==> src/rtl/core/tcw_pkg.sv <==
`default_nettype none
// ----------------------------------------------------------------------------
// tcw_pkg: shared types and constants
// Character codes, escape states, controller states and the command and
// status records that join the controller and the datapath.
// ----------------------------------------------------------------------------
package tcw_pkg;

  localparam logic [7:0] CH_ESC   = 8'h1B;
  localparam logic [7:0] CH_BS    = 8'h08;
  localparam logic [7:0] CH_NL    = 8'h0A;
  localparam logic [7:0] CH_SPACE = 8'h20;

  localparam logic [7:0] ESC_CLEAR   = 8'd1;
  localparam logic [7:0] ESC_ATTR    = 8'd2;
  localparam logic [7:0] ESC_DEFAULT = 8'd3;
  localparam logic [7:0] ESC_COL     = 8'd4;
  localparam logic [7:0] ESC_ROW     = 8'd5;

  localparam logic OP_WRITE = 1'b0;
  localparam logic OP_READ  = 1'b1;

  typedef enum logic [2:0] {
    ESC_NONE     = 3'd0,
    ESC_PENDING  = 3'd1,
    ESC_WANT_ATTR = 3'd2,
    ESC_WANT_COL = 3'd3,
    ESC_WANT_ROW = 3'd4
  } esc_t;

  typedef enum logic [2:0] {
    ST_INIT,
    ST_IDLE,
    ST_DECIDE,
    ST_READ,
    ST_SCROLL,
    ST_FILL,
    ST_RESULT
  } state_t;

  // Fill modes for the sweep unit
  typedef enum logic [1:0] {
    FILL_ALL,
    FILL_ROW,
    FILL_LAST,
    FILL_ZERO
  } fill_t;

  // Controller to datapath
  typedef struct packed {
    logic  capture;     // latch the input item
    logic  decide;      // execute the byte, chooses any sweep
    logic  read_issue;  // read the addressed cell
    logic  scroll_step; // one step of the scroll copy
    logic  fill_step;   // one step of a blanking sweep
    logic  result_load; // load the output register
  } cmd_t;

  // Datapath to controller
  typedef struct packed {
    logic  is_read;
    logic  need_scroll;
    logic  need_fill;
  } status_t;

endpackage
`default_nettype wire

==> src/rtl/core/tcw_control.sv <==
`default_nettype none
// ----------------------------------------------------------------------------
// tcw_control: sequencer of the text console
// Zeroes the cell store after reset, accepts an item, issues the decide and
// any read command, runs any sweep, and holds the result until it is taken.
// ----------------------------------------------------------------------------
module tcw_control (
  input  wire logic              clk,
  input  wire logic              rst,
  input  wire logic              in_valid,
  output logic                   in_ready,
  output logic                   out_valid,
  input  wire logic              out_ready,
  input  wire tcw_pkg::status_t  status,
  output tcw_pkg::cmd_t          cmd
);
  import tcw_pkg::*;

  state_t state, state_next;

  // Next state
  always_comb begin
    state_next = state;
    unique case (state)
      ST_INIT:   if (!status.need_fill) state_next = ST_IDLE;
      ST_IDLE:   if (in_valid) state_next = ST_DECIDE;
      ST_DECIDE: state_next = status.is_read ? ST_READ : ST_SCROLL;
      ST_READ:   state_next = ST_RESULT;
      ST_SCROLL: begin
        priority if (status.need_scroll) state_next = ST_SCROLL;
        else if (status.need_fill) state_next = ST_FILL;
        else state_next = ST_RESULT;
      end
      ST_FILL:   if (!status.need_fill) state_next = ST_RESULT;
      ST_RESULT: state_next = ST_IDLE;
      default:   state_next = ST_IDLE;
    endcase
    if (state == ST_IDLE && out_valid && !out_ready && in_valid) state_next = ST_IDLE;
  end

  // Outputs
  always_comb begin
    cmd = '0;
    in_ready = (state == ST_IDLE) && (!out_valid || out_ready);
    unique case (state)
      ST_INIT:   cmd.fill_step = status.need_fill;
      ST_IDLE:   cmd.capture = in_valid && in_ready;
      ST_DECIDE: cmd.decide = 1'b1;
      ST_READ:   cmd.read_issue = 1'b1;
      ST_SCROLL: cmd.scroll_step = status.need_scroll;
      ST_FILL:   cmd.fill_step = status.need_fill;
      ST_RESULT: cmd.result_load = 1'b1;
      default: ;
    endcase
  end

  always_ff @(posedge clk) begin
    if (rst) begin
      state     <= ST_INIT;
      out_valid <= 1'b0;
    end else begin
      state <= (state == ST_IDLE && !(in_valid && in_ready)) ? ST_IDLE : state_next;
      if (state == ST_RESULT) out_valid <= 1'b1;
      else if (out_ready) out_valid <= 1'b0;
    end
  end

endmodule
`default_nettype wire

==> config.mk <==
export PLATFORM = sky130hd
export DESIGN_NAME = tcw_control
export DESIGN_NICKNAME = d
export VERILOG_FILES = /design/src/rtl/core/tcw_pkg.sv /design/src/rtl/core/tcw_control.sv
export SDC_FILE = /design/constraint.sdc
export NUM_CORES = 1
export LEC_CHECK = 0
export BUFFER_PORTS_ARGS = -buffer_cell sky130_fd_sc_hd__buf_2
export CORE_AREA = 4 4 41 43
export DETAILED_ROUTE_END_ITERATION = 8
export DIE_AREA = 0 0 45 47
export GPL_ROUTABILITY_DRIVEN = 0
export SETUP_SLACK_MARGIN = 0.1
export SLEW_MARGIN = 5
export SYNTH_ARGS = -nofsm -noshare
export SYNTH_HDL_FRONTEND = slang
export SYNTH_SLANG_ARGS = --single-unit
==> constraint.sdc <==
create_clock -name clk -period 1.4 [get_ports clk]
set_input_delay 0.14 -clock clk [delete_from_list [all_inputs] [get_ports clk]]
set_output_delay 0.14 -clock clk [all_outputs]
set_load 0.02 [all_outputs]
[Word level (Yosys, flattened, before mapping)]
Index checks and enable logic that the tools add are counted.
Storage, ports and cells
  flip-flop bits (word level): 4
  output and inout port bits: 8
Operators by class
  reductions and logical operators: 16
  eq/ne operators: 12
  mux-type cells: 17
Operator list (count)
  $pmux W3 S6: 1
  $mux W3: 4
  $mux W1: 10
  $eq A3 B3 Y1 const B: 3
  $ne A4 B4 Y1 const B: 2
  $eq A3 B2 Y1 const B: 2
  $logic_and A1 B1 Y1: 6
  $ne A2 B2 Y1 const B: 3
  $reduce_and A3 Y1: 2
  $mux W2: 2
  $ne A4 B2 Y1 const B: 1
  $eq A3 B1 Y1 const B: 1
  $logic_not A1 Y1: 3
  $logic_not A3 Y1: 1
  $reduce_or A3 Y1: 1
  $reduce_bool A2 Y1: 1
  $reduce_or A2 Y1: 1
  $logic_or A1 B1 Y1: 1

[Depth between registers and ports, before layout]
Gate-level depths: netlist (run 1).
  depth in word-level cells: 8
  depth in mapped cells: 5

[Worst setup path after synthesis (run 1)]
No wires, ideal clock.
  path type: register to output
  start: reg state[2]
  end: out cmd[1] in the netlist's numbering
  arrival time: 1134 ps
  data required time: 1260 ps
  cell stages (with the launch flop): 4
  slack: 126 ps
  cell sequence: dfxtp_1 -> buf_2 -> xor2_1 -> nor3b_1
RTL lines
  start, declared: line tcw_control.sv:19  | state_t state, state_next;
  start signal, assigned: line tcw_control.sv:62  | state <= (state == ST_IDLE && !(in_valid && in_ready)) ? ST_IDLE : state_next;
  end, declared: line tcw_control.sv:15  | output tcw_pkg::cmd_t cmd

[Final worst setup path (run 1)]
  start: reg state[2]
  end: reg state[1]
Between the ends
  longest elaborated chain between the ends: 6
  elaborated cells between the ends (all ways): 19
Ends and longest elaborated chain
  $eq A3 B1 Y1
  $logic_and A1 B1 Y1: line tcw_control.sv:44  | in_ready = (state == ST_IDLE) && (!out_valid || out_ready);
  $logic_and A1 B1 Y1: line tcw_control.sv:62
  $logic_not A1 Y1: line tcw_control.sv:62
  $logic_and A1 B1 Y1: line tcw_control.sv:62
  $reduce_or A3 Y1 (no source line)
Parallel ways exist; a longest one is shown, timed or not.
A chain may end at the register's enable or synchronous reset.

==> results of run 1 <==
==> critical path: stages (launching register included) <==
cell and delay [ns]:
dfxtp_4 0.36, buf_4 0.14, nand3b_1 0.15, a311o_1 0.33
a221oi_2 0.21
==> final timing paths <==
kind,end,slack (ns),cells past startpoint
max,state[1]$_SDFFE_PP0P_,0.12,4
min,state[1]$_SDFFE_PP0P_,0.12,2
max reg2reg,state[1]$_SDFFE_PP0P_,0.12,4
min reg2reg,out_valid$_SDFFE_PP0P_,0.50,2
==> per-stage QoR <==
stage	hold slack, ns	instance area [sq um]	total power, mW
6_report	0.115	457	0.538
5_1_grt	0.122	457	0.579
4_1_cts	0.106	434	0.531
3_5_place_dp	0.366	385	0.364
3_3_place_gp	0.365	385	0.361
2_1_floorplan	0.206	307	0.313
==> cells in the final DEF, fill, tap and decap left out, types with 2 or more instances in the layout <==
cell       n
buf_2     13
a21oi_1    2
dfxtp_2    2
nor3b_1    2
o21ai_0    2
and3_1     2
buf_4      3
nand2b_1   2
nor2_1     3
dfxtp_4    2
nand2_1    2
clkbuf_4   3
and2_1     2
inv_1      2
==> sequential cells by signal, summed over array words and instances, names as in the netlist <==
| signal | count |
|---|---|
| state | 3 |
| out_valid | 1 |
==> metal layers <==
metal	GRT usage	vias up
met5	0	-
met4	0.0175	0
met3	0.0690	0
met2	0.130	12
met1	0.0864	152
li1	-	175
==> logic make-up (layout without fill, tap and decap cells) <==
kind of cell | after synthesis | count (layout) | share of synthesized area
buf+inv | 6 | 24 | 0.0939
simple gates | 20 | 20 | 0.384
mux | 1 | 1 | 0.0327
compound gates | 8 | 8 | 0.200
flops | 4 | 4 | 0.261
xor+xnor | 1 | 1 | 0.0286
==> timing repair <==
action,4_1_cts,5_1_grt
pin swaps,0,0
setup endpoints to repair,7,3
hold endpoints to repair,0,0
buffers inserted,2,1
gates resized for setup,6,4
==> final cells by class <==
class / instances / area share
Clock buffer: 3 / 0.0493
Inverter: 3 / 0.0247
Multi-Input combinational cell: 30 / 0.444
Sequential cell: 4 / 0.197
Tap cell: 15 / 0.0411
Timing Repair Buffer: 18 / 0.244
==> report_power, final <==
part | switching, mW | internal (mW)
sequential | 0.0357 | 0.135
clock | 0.0473 | 0.0959
combinational | 0.113 | 0.112
==> impl_metrics.sql, run 1 <==
INSERT INTO impl_metrics (metric_group, metric, value, unit) VALUES
('power_and_ir_drop', 'vdd.ir_drop.worst', '0.000551', 'V'),
('routing', 'route.vias.total', '339', ''),
('clock_network', 'cts_sinks', '4', ''),
('layout', 'n_fill_cell', '151', ''),
('synth', 'synth.net_count', '47', ''),
('placement', 'pre_cts_ws', '0.107', 'ns'),
('synth', 'dominantRegCellSynth', 'dfxtp_1', ''),
('routing', 'dr_wl_met3', '76', 'microns'),
('routing', 'routedWlPerCell', '11.0', 'microns'),
('die', 'die_outline_width', '45', 'microns'),
('routing', 'routed-wl-met2', '415', 'microns'),
('synth', 'synth-seq-area-share', '0.261', ''),
('layout', 'syn_to_final_growth', '49.0', '%'),
('setup_path', 'timing.critical_path.to_type', 'flop', ''),
('routing', 'remaining_drc_errors', '0', ''),
('die', 'placement_rows', '13', ''),
('synth', 'async_flop_share', '0', ''),
('layout', 'final_nets', '67', ''),
('setup_path', 'critPathLaunchType', 'flop', ''),
('sta', 'fmax', '779', 'MHz'),
('setup_path', 'arrival', '1.42', 'ns'),
('routing', 'wl_met1', '314', 'microns'),
('synth', 'synth_top_area_share', '0.261', ''),
('sta', 'final_period_minus_worst_setup_slack', '1.28', 'ns'),
('sta', 'finalWorstSetupSlack', '0.117', 'ns'),
('synth', 'synth_cells', '40', ''),
('routing', 'top_signal_layer_used', 'met3', ''),
('synth', 'post_synth_instance_area', '307', 'sq um'),
('routing', 'antenna_violating_nets_post_route', '0', ''),
('die', 'ports', '15', ''),
('placement', 'place_inst', '67', ''),
('setup_path', 'worst_ep_required_time', '1.54', 'ns'),
('grt', 'initial_antenna_violation_count', '0', ''),
('grt', 'global_route_wire_length_before_repair', '1240', 'microns'),
('sta', 'finalSetupTns', '0', 'ns'),
('layout', 'register_area', '90.1', 'sq um'),
('clock_network', 'ctsRootBufferMaster', 'clkbuf_4', ''),
('clock_network', 'tritoncts.num_buffers', '3', ''),
('flow_run', 'max_cap_viols', '0', ''),
('sta', 'max_slew_margin', '0.839', ''),
('placement', 'port_buffers', '14', ''),
('die', 'fp.coreArea', '1300', 'sq um'),
('grt', 'grt_util_all_layers', '0.0829', ''),
('layout', 'utilization', '0.351', ''),
('sta', 'worstMarginPinSlew', '0.238', 'ns'),
('layout', 'multiInputGateArea', '203', 'sq um'),
('clock_network', 'post_cts_hold_buffer_count', '0', ''),
('layout', 'post_route_cells_drive_above_1_share', '0.500', ''),
('clock_network', 'number_of_h_tree_branching_levels', '1', ''),
('synth', 'list_of_most_frequent_post_synthesis_cells', 'dfxtp_1 (4), nor2_1 (4), and2_1 (3)', ''),
('synth', 'syn-mean-instance-area', '7.66', 'sq um'),
('setup_path', 'r2r-start', 'state[2]$_SDFFE_PP0P_', ''),
('min_path', 'timing.hold.worst.class', 'in2reg', ''),
('clock_network', 'clock_path_buffers', '2', ''),
('setup_path', 'crit_path_max_fanout', '6', ''),
('grt', 'first_global_vias', '317', ''),
('sta', 'finClkSkew', '0.00116', 'ns'),
('routing', 'wl', '806', 'microns'),
('synth', 'synth_edf_count', '0', ''),
('clock_network', 'insertion_delay', '0.23', 'ns'),
('sta', 'setup_repair_after_global_routing_missed_its_margin', 'true', ''),
('synth', 'synth.distinct_cells', '24', ''),
('synth', 'post_synth_main_area_contributors', 'dfxtp_1 (26%), and2_1 (6.1%), a221oi_2 (4.9%), nor2_1 (4.9%), nor3b_1 (4.9%)', ''),
('sta', 'finalSetupViolations', '0', ''),
('power_and_ir_drop', 'power_per_cell_area', '1180', 'nW/um^2'),
('synth', 'yosysWarnings', '0', ''),
('synth', 'netlist.top_cell.by_area', 'dfxtp_1', ''),
('routing', 'vias_per_cell', '4.64', ''),
('sta', 'hold_viol_final', '0', ''),
('clock_network', 'cts_tree', 'built', ''),
('outcome', 'run_status', 'finished, final reports clean', '');
Note: power is estimated with default switching activity, not from simulation.
==> run 2, diff against run 1 <==
--- a/config.mk
+++ b/config.mk
@@ -5,11 +5,13 @@
 export SDC_FILE = /design/constraint.sdc
 export NUM_CORES = 1
 export LEC_CHECK = 0
+export ABC_AREA = 1
 export BUFFER_PORTS_ARGS = -buffer_cell sky130_fd_sc_hd__buf_2
 export CORE_AREA = 4 4 41 43
 export DETAILED_ROUTE_END_ITERATION = 8
 export DIE_AREA = 0 0 45 47
 export GPL_ROUTABILITY_DRIVEN = 0
+export GPL_TIMING_DRIVEN = 0
 export SETUP_SLACK_MARGIN = 0.1
 export SLEW_MARGIN = 5
 export SYNTH_ARGS = -nofsm -noshare
==> run 2 against run 1 <==
Effect of this change: first-iteration DRC count increased by 13%; sequential share of layout area down 2.2 points; combinational power increased by 54%; highest routed layer unchanged.
==> impl_metrics.sql, run 2 <==
INSERT INTO impl_metrics (metric_group, metric, value, unit) VALUES
('routing', 'route.vias.total', '401', ''),
('routing', 'routedWlPerCell', '9.66', 'microns'),
('grt', 'first_global_vias', '330', ''),
('synth', 'synth_edf_count', '0', ''),
('setup_path', 'arrival', '1.15', 'ns'),
('die', 'chipHeight', '47', 'microns'),
('clock_network', 'tritoncts.num_buffers', '3', ''),
('sta', 'setup_repair_after_global_routing_missed_its_margin', 'true', ''),
('sta', 'worstMarginPinSlew', '0.168', 'ns'),
('setup_path', 'timing.critical_path.to_type', 'primary output', ''),
('synth', 'postSynthRegisterBits', '4', ''),
('sta', 'finClkSkew', '0.00457', 'ns'),
('outcome', 'run_status', 'finished, final reports clean', ''),
('layout', 'mostFrequentLayoutCells', 'buf_2 (10), inv_1 (9), nand2_1 (8), nor2_1 (7), nand3_1 (4)', ''),
('sta', 'finalSetupViolations', '0', ''),
('sta', 'hold_viol_final', '0', ''),
('power_and_ir_drop', 'power', '0.662', 'mW'),
('synth', 'dominantRegCellSynth', 'dfxtp_1', ''),
('grt', 'global_route_wire_length_before_repair', '1230', 'microns'),
('layout', 'layoutNonFillerInstCount', '87', ''),
('placement', 'port_buffers', '14', ''),
('clock_network', 'worst_setup_hold_path_clk_slew', '0.04', 'ns'),
('clock_network', 'insertion_delay', '0.23', 'ns'),
('synth', 'post_synth_main_area_contributors', 'dfxtp_1 (25%), inv_1 (13%), nor2_1 (11%), nand2_1 (9.4%), nand3_1 (6.3%)', ''),
('grt', 'grt_start_max_net_pins', '8', ''),
('clock_network', 'ctsRootBufferMaster', 'clkbuf_4', ''),
('die', 'ports', '15', ''),
('routing', 'vias_per_cell', '4.61', ''),
('die', 'fp.coreArea', '1300', 'sq um'),
('sta', 'worst_hold_slack', '0.173', 'ns'),
('routing', 'drt_first_iter_violations', '9', ''),
('min_path', 'timing.hold.worst.class', 'in2reg', ''),
('grt', 'grt_util_all_layers', '0.0798', ''),
('sta', 'max_slew_margin', '0.888', ''),
('synth', 'synth.distinct_cells', '17', ''),
('setup_path', 'critPathLaunchType', 'flop', ''),
('clock_network', 'cts_sinks', '4', ''),
('layout', 'most_flop_heavy_register', 'state', ''),
('layout', 'largest_register_ffs', '3', ''),
('layout', 'syn_to_final_growth', '58.4', '%'),
('sta', 'maxSlewViolCount', '0', ''),
('grt', 'global_route.overflow_total', '0', ''),
('synth', 'synth.net_count', '61', ''),
('clock_network', 'cts_tree', 'built', ''),
('setup_path', 'crit_path_max_fanout', '5', ''),
('setup_path', 'critical_path_start_end_classification', 'reg2out', ''),
('die', 'die_outline_width', '45', 'microns'),
('synth', 'syn-mean-instance-area', '5.91', 'sq um'),
('power_and_ir_drop', 'vdd.ir_drop.worst', '0.000665', 'V'),
('power_and_ir_drop', 'leakage', '0.277', 'nW'),
('die', 'die-area', '2120', 'sq um'),
('power_and_ir_drop', 'power_per_cell_area', '1310', 'nW/um^2'),
('synth', 'async_flop_share', '0', ''),
('clock_network', 'clock_path_buffers', '2', ''),
('placement', 'pre_cts_ws', '0.260', 'ns'),
('sta', 'fmax', '777', 'MHz'),
('die', 'placement_rows', '13', ''),
('grt', 'initial_antenna_violation_count', '0', ''),
('routing', 'remaining_drc_errors', '0', ''),
('synth', 'synth-seq-area-share', '0.251', ''),
('layout', 'antennaDiodeCount', '0', ''),
('placement', 'place_inst', '83', ''),
('routing', 'drt_pass1_iterations', '4', ''),
('layout', 'layout.cells.most_common', 'buf_2', ''),
('synth', 'synth.most_common_cell', 'inv_1', ''),
('die', 'initial_utilization', '0.245', ''),
('routing', 'antenna_violating_nets_post_route', '0', ''),
('synth', 'yosysWarnings', '0', ''),
('synth', 'list_of_most_frequent_post_synthesis_cells', 'inv_1 (11), nor2_1 (9), nand2_1 (8)', ''),
('synth', 'netlist.top_cell.by_area', 'dfxtp_1', ''),
('synth', 'synth_top_area_share', '0.251', ''),
('layout', 'final_nets', '81', ''),
('layout', 'n_fill_cell', '161', ''),
('sta', 'timing.final.crit_share', '0.919', ''),
('sta', 'final_period_minus_worst_setup_slack', '1.29', 'ns'),
('sta', 'finalSetupTns', '0', 'ns'),
('layout', 'post_route_cells_drive_above_1_share', '0.472', ''),
('clock_network', 'number_of_h_tree_branching_levels', '1', ''),
('sta', 'finalWorstSetupSlack', '0.113', 'ns'),
('layout', 'reg.largest.list', 'state x3, out_valid x1', ''),
('flow_run', 'max_cap_viols', '0', ''),
('clock_network', 'post_cts_hold_buffer_count', '0', ''),
('routing', 'wl', '840', 'microns'),
('synth', 'post_synth_instance_area', '319', 'sq um'),
('setup_path', 'worst_ep_required_time', '1.26', 'ns'),
('placement', 'place.detailed.hpwl', '622', 'microns'),
('synth', 'synth_cells', '54', '');
run 2: changes by cell type in the layout (fill, tap and decap cells not counted), sizes merged, moves of 2 or more:
cell	change
nor3b	-2
nor2	+6
buf	-2
and2	-3
inv	+10
nand4	+3
nand2b	-3
nand3	+3
nand2	+9
run 2: layer usage:
layer,GRT usage,up-vias,share of wire
met3,0.0575,0,0.10
met4,0,0,0
met1,0.0977,173,0.45
li1,-,207,-
met2,0.121,21,0.44
met5,0,-,0
run 2: worst paths after layout:
path                            endpoint             startpoint  slack [ns]  cells after the start
setup / recovery                  cmd[1]  state[0]$_SDFFE_PP0P_        0.11                      4
hold reg to reg    state[2]$_SDFFE_PP0P_  state[2]$_SDFFE_PP0P_        0.61                      2
hold / removal    out_valid$_SDFFE_PP0P_                    rst        0.17                      3
setup reg to reg   state[2]$_SDFFE_PP0P_  state[2]$_SDFFE_PP0P_        0.33                      4
run 2: final cells by class:
type / count / area (sq um) / area share
multi-input cells: 37 / 225 / 0.446
well taps: 15 / 18.8 / 0.0371
inverters: 13 / 51.3 / 0.101
repair buffers: 15 / 98.8 / 0.196
flip-flops and latches: 4 / 88.8 / 0.176
clock buffers: 3 / 22.5 / 0.0446
run 2: repair_timing:
item	4_1_cts	5_1_grt
setup endpoints to repair	4	4
buffers inserted	0	1
resized for setup	11	12
endpoints found under the hold margin	0	0
pin swaps	0	3
cloned	0	0
run 2: power breakdown:
group | total [mW] | internal [mW] | switching [mW]
Sequential | 0.176 | 0.138 | 0.0385
Combinational | 0.346 | 0.156 | 0.191
Clock | 0.139 | 0.0956 | 0.0434
Total | 0.662 | 0.389 | 0.273
run 2: through the flow:
step,util,area (sq um)
2_1_floorplan,-,319
3_3_place_gp,0.313,408
3_5_place_dp,0.313,408
4_1_cts,0.351,457
5_1_grt,0.388,505
6_report,0.388,505
run 2: logic make-up after synthesis:
logic type	after synthesis	synth area share
simple gates	31	0.455
buf+inv	13	0.153
compound gates	6	0.141
flops	4	0.251
run 2: worst max-delay path: stages (launching register included):
cell,delay [ns]
dfxtp_4,0.36
nor2_4,0.14
nand2_2,0.09
a21oi_4,0.18
buf_6,0.14
